[config.mk]
export PLATFORM = sky130hd
export DESIGN_NAME = crc8_packet_deframer
export DESIGN_NICKNAME = d
export VERILOG_FILES = /design/src/crcdf_pkg.sv /design/src/crcdf_fifo.sv /design/src/crcdf_front.sv /design/src/crcdf_back.sv /design/src/crc8_packet_deframer.sv
export SDC_FILE = /design/constraint.sdc
export NUM_CORES = 1
export LEC_CHECK = 0
export BUFFER_PORTS_ARGS = -buffer_cell sky130_fd_sc_hd__buf_2
export CORE_MARGIN = 10
export CORE_UTILIZATION = 35
export CTS_CLUSTER_DIAMETER = 40
export DETAILED_ROUTE_END_ITERATION = 10
export HOLD_SLACK_MARGIN = 0.15
export SETUP_SLACK_MARGIN = 0.4
export SYNTH_ARGS = -nofsm -noshare
export SYNTH_HDL_FRONTEND = slang
export SYNTH_SLANG_ARGS = --single-unit
[constraint.sdc]
create_clock -name clk -period 17.71 [get_ports clk]
set_clock_uncertainty 0.2 [all_clocks]
set_input_delay 2.6565 -clock clk [delete_from_list [all_inputs] [get_ports clk]]
set_output_delay 2.6565 -clock clk [all_outputs]
set_load 0.1 [all_outputs]
[src/crcdf_pkg.sv]
`timescale 1ns / 1ps

package crcdf_pkg;

  // Widths fixed by the interface.
  localparam int BYTE_W  = 8;
  localparam int COUNT_W = 16;
  localparam int INDEX_W = 6;

  // Header register reset value and CRC-8 constants.
  localparam logic [BYTE_W-1:0] HEADER_RESET = 8'hAA;
  localparam logic [BYTE_W-1:0] CRC_POLY     = 8'h07;
  localparam logic [BYTE_W-1:0] CRC_INIT     = 8'h00;

  // One finished packet, handed from the front to the back.
  typedef struct packed {
    logic               bad;
    logic               bank;
    logic [COUNT_W-1:0] good_count;
    logic [COUNT_W-1:0] bad_count;
  } cmd_t;

  // The back hands a buffer bank back to the front once it has read it out.
  typedef struct packed {
    logic done;
    logic bank;
  } release_t;

  typedef enum logic [1:0] {
    BK_IDLE,
    BK_READ,
    BK_LOAD,
    BK_ERR
  } back_state_t;

  // One byte of CRC-8, MSB first, no reflection.
  function automatic logic [BYTE_W-1:0] crc8_feed(input logic [BYTE_W-1:0] crc,
                                                  input logic [BYTE_W-1:0] data);
    logic [BYTE_W-1:0] c;
    c = crc ^ data;
    for (int k = 0; k < 8; k++) begin
      c = c[BYTE_W-1] ? ((c << 1) ^ CRC_POLY) : (c << 1);
    end
    return c;
  endfunction

endpackage

[src/crcdf_fifo.sv]
`timescale 1ns / 1ps

module crcdf_fifo (
  input  logic                clk,
  input  logic                rst,
  input  logic                push,
  input  crcdf_pkg::cmd_t     push_cmd,
  output logic                full,
  input  logic                pop,
  output crcdf_pkg::cmd_t     pop_cmd,
  output logic                empty
);

  crcdf_pkg::cmd_t entries [2];
  logic            wr_ptr;
  logic            rd_ptr;
  logic [1:0]      count;

  assign full    = (count == 2'd2);
  assign empty   = (count == 2'd0);
  assign pop_cmd = entries[rd_ptr];

  // Entry storage needs no reset.
  always_ff @(posedge clk) begin
    if (push) begin
      entries[wr_ptr] <= push_cmd;
    end
  end

  // Pointers and fill count.
  always_ff @(posedge clk) begin
    if (rst) begin
      wr_ptr <= 1'b0;
      rd_ptr <= 1'b0;
      count  <= 2'd0;
    end else begin
      if (push) begin
        wr_ptr <= ~wr_ptr;
      end
      if (pop) begin
        rd_ptr <= ~rd_ptr;
      end
      case ({push, pop})
        2'b10:   count <= count + 2'd1;
        2'b01:   count <= count - 2'd1;
        default: count <= count;
      endcase
    end
  end

endmodule

[src/crcdf_front.sv]
`timescale 1ns / 1ps

module crcdf_front #(
  parameter int PACKET_BYTES = 14,
  parameter int IDX_W        = 4
) (
  input  logic                                clk,
  input  logic                                rst,
  input  logic                                rx_valid,
  input  logic [crcdf_pkg::BYTE_W-1:0]        rx_byte,
  output logic                                rx_stall,
  input  logic                                cfg_we,
  input  logic [crcdf_pkg::BYTE_W-1:0]        cfg_wdata,
  output logic                                push,
  output crcdf_pkg::cmd_t                     push_cmd,
  input  logic                                q_full,
  input  crcdf_pkg::release_t                 rel,
  output logic                                wr_en,
  output logic                                wr_bank,
  output logic [IDX_W-1:0]                    wr_idx,
  output logic [crcdf_pkg::BYTE_W-1:0]        wr_data
);

  localparam logic [IDX_W-1:0] LAST_IDX = IDX_W'(PACKET_BYTES - 1);

  logic [crcdf_pkg::BYTE_W-1:0]  header_value;
  logic                          collecting;
  logic [IDX_W-1:0]              fill_count;
  logic [crcdf_pkg::BYTE_W-1:0]  running_crc;
  logic [crcdf_pkg::COUNT_W-1:0] accepted_total;
  logic [crcdf_pkg::COUNT_W-1:0] rejected_total;
  logic                          bank;
  logic [1:0]                    busy;

  logic                          accept;
  logic                          hdr_match;
  logic                          at_check;
  logic                          crc_ok;
  logic [crcdf_pkg::COUNT_W-1:0] accepted_next;
  logic [crcdf_pkg::COUNT_W-1:0] rejected_next;
  logic [crcdf_pkg::BYTE_W-1:0]  crc_seed;

  // Hold input while the queue is full or the fill bank still awaits readout.
  assign rx_stall = q_full || busy[bank];
  assign accept   = rx_valid && !rx_stall;

  assign hdr_match = (rx_byte == header_value);
  assign at_check  = collecting && (fill_count == LAST_IDX);
  assign crc_ok    = (rx_byte == running_crc);

  // Counter values after this transfer.
  assign accepted_next = accepted_total + crcdf_pkg::COUNT_W'(push && crc_ok);
  assign rejected_next = rejected_total + crcdf_pkg::COUNT_W'(push && !crc_ok);

  // A finished packet is queued on its check byte.
  assign push                = accept && at_check;
  assign push_cmd.bad        = !crc_ok;
  assign push_cmd.bank       = bank;
  assign push_cmd.good_count = accepted_next;
  assign push_cmd.bad_count  = rejected_next;

  // Buffer write port: header, data bytes and a matching check byte.
  assign wr_en   = accept && (collecting ? (!at_check || crc_ok) : hdr_match);
  assign wr_bank = bank;
  assign wr_idx  = collecting ? fill_count : '0;
  assign wr_data = rx_byte;

  assign crc_seed = collecting ? running_crc : crcdf_pkg::CRC_INIT;

  // Header register.
  always_ff @(posedge clk) begin
    if (rst) begin
      header_value <= crcdf_pkg::HEADER_RESET;
    end else if (cfg_we) begin
      header_value <= cfg_wdata;
    end
  end

  // Hunt and collect.
  always_ff @(posedge clk) begin
    if (rst) begin
      collecting     <= 1'b0;
      fill_count     <= '0;
      running_crc    <= crcdf_pkg::CRC_INIT;
      accepted_total <= '0;
      rejected_total <= '0;
      bank           <= 1'b0;
    end else if (accept) begin
      if (at_check) begin
        collecting     <= 1'b0;
        fill_count     <= '0;
        running_crc    <= crcdf_pkg::CRC_INIT;
        accepted_total <= accepted_next;
        rejected_total <= rejected_next;
        if (crc_ok) begin
          bank <= ~bank;
        end
      end else if (collecting || hdr_match) begin
        collecting  <= 1'b1;
        fill_count  <= (collecting ? fill_count : '0) + IDX_W'(1);
        running_crc <= crcdf_pkg::crc8_feed(crc_seed, rx_byte);
      end
    end
  end

  // A bank is busy from its verified check byte until the back has read it.
  always_ff @(posedge clk) begin
    if (rst) begin
      busy <= 2'b00;
    end else begin
      if (rel.done) begin
        busy[rel.bank] <= 1'b0;
      end
      if (push && crc_ok) begin
        busy[bank] <= 1'b1;
      end
    end
  end

endmodule

[src/crcdf_back.sv]
`timescale 1ns / 1ps

module crcdf_back #(
  parameter int PACKET_BYTES = 14,
  parameter int IDX_W        = 4
) (
  input  logic                                 clk,
  input  logic                                 rst,
  input  logic                                 wr_en,
  input  logic                                 wr_bank,
  input  logic [IDX_W-1:0]                     wr_idx,
  input  logic [crcdf_pkg::BYTE_W-1:0]         wr_data,
  input  logic                                 q_empty,
  input  crcdf_pkg::cmd_t                      q_cmd,
  output logic                                 pop,
  output crcdf_pkg::release_t                  rel,
  output logic                                 res_valid,
  input  logic                                 res_stall,
  output logic [crcdf_pkg::BYTE_W-1:0]         data_byte,
  output logic [crcdf_pkg::INDEX_W-1:0]        byte_index,
  output logic                                 last,
  output logic                                 status,
  output logic [crcdf_pkg::COUNT_W-1:0]        good_count,
  output logic [crcdf_pkg::COUNT_W-1:0]        bad_count
);

  localparam int               OUT_IDX_W = crcdf_pkg::INDEX_W;
  localparam logic [IDX_W-1:0] LAST_IDX  = IDX_W'(PACKET_BYTES - 1);

  // Two packet buffers: the front fills one while the other is read out.
  logic [crcdf_pkg::BYTE_W-1:0] mem [2][PACKET_BYTES];
  logic [crcdf_pkg::BYTE_W-1:0] rd_data;

  crcdf_pkg::back_state_t state;
  crcdf_pkg::back_state_t state_next;
  crcdf_pkg::cmd_t        cur_cmd;
  logic [IDX_W-1:0]       idx;

  logic                          out_free;
  logic                          load;
  logic                          idx_inc;
  logic [crcdf_pkg::BYTE_W-1:0]  ld_data;
  logic [OUT_IDX_W-1:0]          ld_index;
  logic                          ld_last;
  logic                          ld_status;

  assign out_free = !res_valid || !res_stall;

  // Buffer write and registered read.
  always_ff @(posedge clk) begin
    if (wr_en) begin
      mem[wr_bank][wr_idx] <= wr_data;
    end
    rd_data <= mem[cur_cmd.bank][idx];
  end

  // State register.
  always_ff @(posedge clk) begin
    if (rst) begin
      state <= crcdf_pkg::BK_IDLE;
    end else begin
      state <= state_next;
    end
  end

  // Next state and result selection.
  always_comb begin
    state_next = state;
    pop        = 1'b0;
    load       = 1'b0;
    idx_inc    = 1'b0;
    rel.done   = 1'b0;
    rel.bank   = cur_cmd.bank;
    ld_data    = rd_data;
    ld_index   = OUT_IDX_W'(idx);
    ld_last    = (idx == LAST_IDX);
    ld_status  = 1'b0;
    case (state)
      crcdf_pkg::BK_IDLE: begin
        if (!q_empty) begin
          pop        = 1'b1;
          state_next = q_cmd.bad ? crcdf_pkg::BK_ERR : crcdf_pkg::BK_READ;
        end
      end
      crcdf_pkg::BK_READ: begin
        state_next = crcdf_pkg::BK_LOAD;
      end
      crcdf_pkg::BK_LOAD: begin
        if (out_free) begin
          load = 1'b1;
          if (idx == LAST_IDX) begin
            rel.done   = 1'b1;
            state_next = crcdf_pkg::BK_IDLE;
          end else begin
            idx_inc    = 1'b1;
            state_next = crcdf_pkg::BK_READ;
          end
        end
      end
      crcdf_pkg::BK_ERR: begin
        ld_data   = '0;
        ld_index  = OUT_IDX_W'(PACKET_BYTES - 1);
        ld_last   = 1'b1;
        ld_status = 1'b1;
        if (out_free) begin
          load       = 1'b1;
          state_next = crcdf_pkg::BK_IDLE;
        end
      end
      default: begin
        state_next = crcdf_pkg::BK_IDLE;
      end
    endcase
  end

  // Current packet and read position.
  always_ff @(posedge clk) begin
    if (pop) begin
      cur_cmd <= q_cmd;
      idx     <= '0;
    end else if (idx_inc) begin
      idx <= idx + IDX_W'(1);
    end
  end

  // Output register.
  always_ff @(posedge clk) begin
    if (rst) begin
      res_valid <= 1'b0;
    end else if (load) begin
      res_valid <= 1'b1;
    end else if (!res_stall) begin
      res_valid <= 1'b0;
    end
  end

  always_ff @(posedge clk) begin
    if (load) begin
      data_byte  <= ld_data;
      byte_index <= ld_index;
      last       <= ld_last;
      status     <= ld_status;
      good_count <= cur_cmd.good_count;
      bad_count  <= cur_cmd.bad_count;
    end
  end

endmodule

[src/crc8_packet_deframer.sv]
`timescale 1ns / 1ps
// Input: one byte per cycle while hunting or collecting; input stalls while the
// command queue is full or the next fill buffer still holds a packet being read out.
// Output: the back pops a finished packet, then per byte reads the buffer (BK_READ) and
// loads the output register (BK_LOAD) once it is free; an error packet loads one error
// result (BK_ERR). Reset (rst, synchronous, active high) clears counters, queue and
// control state, sets header_value to 0xAA; buffers keep data.

module crc8_packet_deframer #(
  parameter int PACKET_BYTES = 14
) (
  input  logic        clk,
  input  logic        rst,
  input  logic        rx_valid,
  output logic        rx_stall,
  input  logic [7:0]  rx_byte,
  input  logic        cfg_we,
  input  logic [7:0]  cfg_wdata,
  output logic        res_valid,
  input  logic        res_stall,
  output logic [7:0]  data_byte,
  output logic [5:0]  byte_index,
  output logic        last,
  output logic        status,
  output logic [15:0] good_count,
  output logic [15:0] bad_count
);

  localparam int IDX_W = (PACKET_BYTES > 1) ? $clog2(PACKET_BYTES) : 1;

  logic                         push;
  crcdf_pkg::cmd_t              push_cmd;
  logic                         q_full;
  logic                         q_empty;
  logic                         pop;
  crcdf_pkg::cmd_t              q_cmd;
  crcdf_pkg::release_t          rel;
  logic                         wr_en;
  logic                         wr_bank;
  logic [IDX_W-1:0]             wr_idx;
  logic [crcdf_pkg::BYTE_W-1:0] wr_data;

  // Front: header hunt, CRC and buffer fill.
  crcdf_front #(
    .PACKET_BYTES (PACKET_BYTES),
    .IDX_W        (IDX_W)
  ) u_front (
    .clk       (clk),
    .rst       (rst),
    .rx_valid  (rx_valid),
    .rx_byte   (rx_byte),
    .rx_stall  (rx_stall),
    .cfg_we    (cfg_we),
    .cfg_wdata (cfg_wdata),
    .push      (push),
    .push_cmd  (push_cmd),
    .q_full    (q_full),
    .rel       (rel),
    .wr_en     (wr_en),
    .wr_bank   (wr_bank),
    .wr_idx    (wr_idx),
    .wr_data   (wr_data)
  );

  // Queue of finished packets.
  crcdf_fifo u_fifo (
    .clk      (clk),
    .rst      (rst),
    .push     (push),
    .push_cmd (push_cmd),
    .full     (q_full),
    .pop      (pop),
    .pop_cmd  (q_cmd),
    .empty    (q_empty)
  );

  // Back: buffer readout and result emission.
  crcdf_back #(
    .PACKET_BYTES (PACKET_BYTES),
    .IDX_W        (IDX_W)
  ) u_back (
    .clk        (clk),
    .rst        (rst),
    .wr_en      (wr_en),
    .wr_bank    (wr_bank),
    .wr_idx     (wr_idx),
    .wr_data    (wr_data),
    .q_empty    (q_empty),
    .q_cmd      (q_cmd),
    .pop        (pop),
    .rel        (rel),
    .res_valid  (res_valid),
    .res_stall  (res_stall),
    .data_byte  (data_byte),
    .byte_index (byte_index),
    .last       (last),
    .status     (status),
    .good_count (good_count),
    .bad_count  (bad_count)
  );

endmodule

==> out/results.tsv <==
metric	value	unit
DRC Markers	0	
synthesis warning total	0	
remaining antenna violation count	0	
via count of the first global-routing pass	9966	
met1 usage	16.6	%
Core ar.	0.0513	sq mm
most used routing layer in global routing	met2	
first-pass GRT wire length	59300	um
Skew-Pair Late Insertion Delay	620	ps
routed length per instance	19.5	um
Largest delay share family, worst path	compound AO/OA/AOI/OAI gates	
Die X	247	um
pwr/cell area	123	mW/mm^2
Final Power	0.00262	W
Mapped Area	0.0181	sq mm
Nets	1255	
final count of negative-setup-slack endpoints	0	
Yosys cell types	61	
non-filler cells in the finished layout	1956	
Hold WC Path Type	reg2reg	
Seq/Total Area, Yosys	70.0	%
slowest stage delay, CP	1060	ps
Slew @ Worst Pin	1170	ps
part of the cycle the worst path needs	33.6	%
status	complete, no violations	
DRT iter0 DRCs	679	
largest net degree at the start of global routing	67	
full die area	0.0612	sq mm
# rows	83	
Setup Buffers After CTS	0	
antenna violations before repair	0	
Cells after Synth	1139	
cell taking the most area after synthesis	edfxtp_1	
nature of the critical path endpoint	flop	
post-synth top area share	61.5	%
relative slew slack	21.6	%
post-detail-place hpwl	23900	um
n_diodes	0	
Fin Setup TNS	0	ps
Num CTS Buffers	61	
CTS tree	done	
Vias per Instance	4.98	
leakage	7.18	nW
via count	9749	
max-slew violation count	0	
post-route cell area	0.0213	sq mm
max-cap viol count	0	
Post-Place Setup Slack	11150	ps
clock sinks	448	
P&R area growth vs syn	17.7	%
hold_buf cts	0	
largest cells by area after synthesis	edfxtp_1 62%, dfxtp_1 8.5%, mux4_2 6.8%	
CP Cell Sequence	buf_2 -> xnor2_1 -> nand4_1 -> o21bai_1 -> o2111ai_1 -> nor3_1	
slowest library cell on the worst path	nor3_1	
crit path buf inv count	1	
Async S/R FF share, synth	0	%
Area after DPL	0.0191	sq mm
met3 usage	3.12	%
# H-tree levels	2	
Final Hold Fails	0	
routability cong.	0.780	
VDD IR max	0.0000921	V
gr usage total	12.5	%
Final min period	5950	ps
CP Class	in2reg	
Most used DFF post-synth	edfxtp_1	
Worst Path Max Fanout	32	
Ports	71	
die height	247	um
Clock Path Buffers	3	
layout cells sized above 1	23.4	%
PortBufs	68	
WP data required	17730	ps
Avg Cell Area, Syn	15.9	sq um
Setup crit start kind	primary input	
Clock Root Buffer	clkbuf_16	
Initial Utilization	35.3	%
fmax	0.168	GHz
RSZ-0062 raised after global routing	no	
PnR worst setup slack	11760	ps
Placed Instances	1840	
EDFF count, synth	371	
critical path arrival	5970	ps
Yosys reg bits	448	
# resized after CTS	0	
clock transition at the registers of the reported paths	60	ps
Total Wirelength	38200	um
first-pass detailed-route iteration total	7	
met2 usage	19.5	%
Overflow after GRT	0	
layer usage:
metal | wire length [um] | vias to the layer above
li1 | - | 4509
met1 | 17100 | 4939
met2 | 17900 | 221
met3 | 2160 | 80
met4 | 1050 | 0
met5 | 0 | -
sequential cells by signal, indices dropped and copies added (netlist names), 2 cells and up, named ones only:
signal / flops
u_back.good_count: 16
u_back.bad_count: 16
u_back.idx: 4
u_fifo.count: 2
u_back.byte_index: 4
u_front.busy: 2
u_front.fill_count: 4
u_back.mem: 224
u_back.rd_data: 8
u_front.accepted_total: 16
u_back.data_byte: 8
u_back.cur_cmd: 32
u_fifo.entries: 68
u_front.header_value: 8
u_back.state: 2
u_front.rejected_total: 16
u_front.running_crc: 8
cell families after synthesis:
logic type / count (synthesis) / share of synthesized area (%)
muxes: 119 / 10.6
other: 1 / 0.0207
AOI/OAI and AO/OA: 102 / 3.42
xor gates and xnor gates: 100 / 5.30
adders and majority gates: 11 / 0.760
and+or+nand+nor: 287 / 7.95
buffers and inverters: 71 / 1.87
DFF: 448 / 70.0
power breakdown:
group,internal (W),switching [W],total (W)
logic,0.0000791,0.000121,0.000200
clock network,0.000761,0.000503,0.00126
registers,0.00115,0.00000717,0.00116
through the flow:
step / hold slack [ps] / util [%]
final: 211 / 41.5
after global routing: 218 / 41.5
after CTS: 214 / 41.5
after detailed placement: 206 / 37.3
after global placement: 201 / 37.3
after floorplan: 200 / -
final timing paths:
path	to	from	slack (ps)	cells after the start
worst max register to register	u_front.accepted_total[14]	u_front.wr_bank	13560	10
worst min-delay path	u_back.good_count[15]	u_back.cur_cmd[31]	210	0
worst max-delay path	u_back.mem[0][2]	rx_byte[3]	11760	6
worst min register to register	u_back.good_count[15]	u_back.cur_cmd[31]	210	0
placed cells by master, fill, tap and decap left out, types with 35 or more instances in the layout:
cell type  count
nand2_1       69
a21oi_1       51
dfxtp_1       75
xnor2_1       54
buf_2         68
mux2_2        35
mux4_2        55
nor2_1        87
clkbuf_16     62
edfxtp_1     371
xor2_1        40
Yosys cell counts (4+ instances only):
| library cell | number |
|---|---|
| edfxtp_1 | 371 |
| nor2_1 | 88 |
| dfxtp_1 | 77 |
| nand2_1 | 69 |
| mux4_2 | 55 |
| xnor2_1 | 54 |
| a21oi_1 | 51 |
| xor2_1 | 40 |
| mux2_2 | 35 |
| clkbuf_1 | 29 |
| mux2i_1 | 28 |
| nand3_1 | 22 |
| o21ai_0 | 20 |
| nand4_1 | 17 |
| nor3_1 | 17 |
| and2_1 | 13 |
| buf_2 | 12 |
| nor2b_1 | 12 |
| ha_1 | 11 |
| a221oi_1 | 8 |
| and3_1 | 8 |
| buf_1 | 8 |
| inv_1 | 8 |
| or3_1 | 8 |
| buf_4 | 7 |
| nand2b_1 | 7 |
| nor4_1 | 7 |
| xnor3_1 | 5 |
| a211o_1 | 4 |
| buf_6 | 4 |
| o2111ai_1 | 4 |
final cells by class:
cell class	instances	area, sq um
inverter	10	37.5
fill	4661	30000
clock inverter	47	578
sequential	448	12700
tap	680	851
timing repair buffer	81	438
multi-input combinational	621	5120
clock buffer	69	1600
Power figures use the tool's default switching activity.
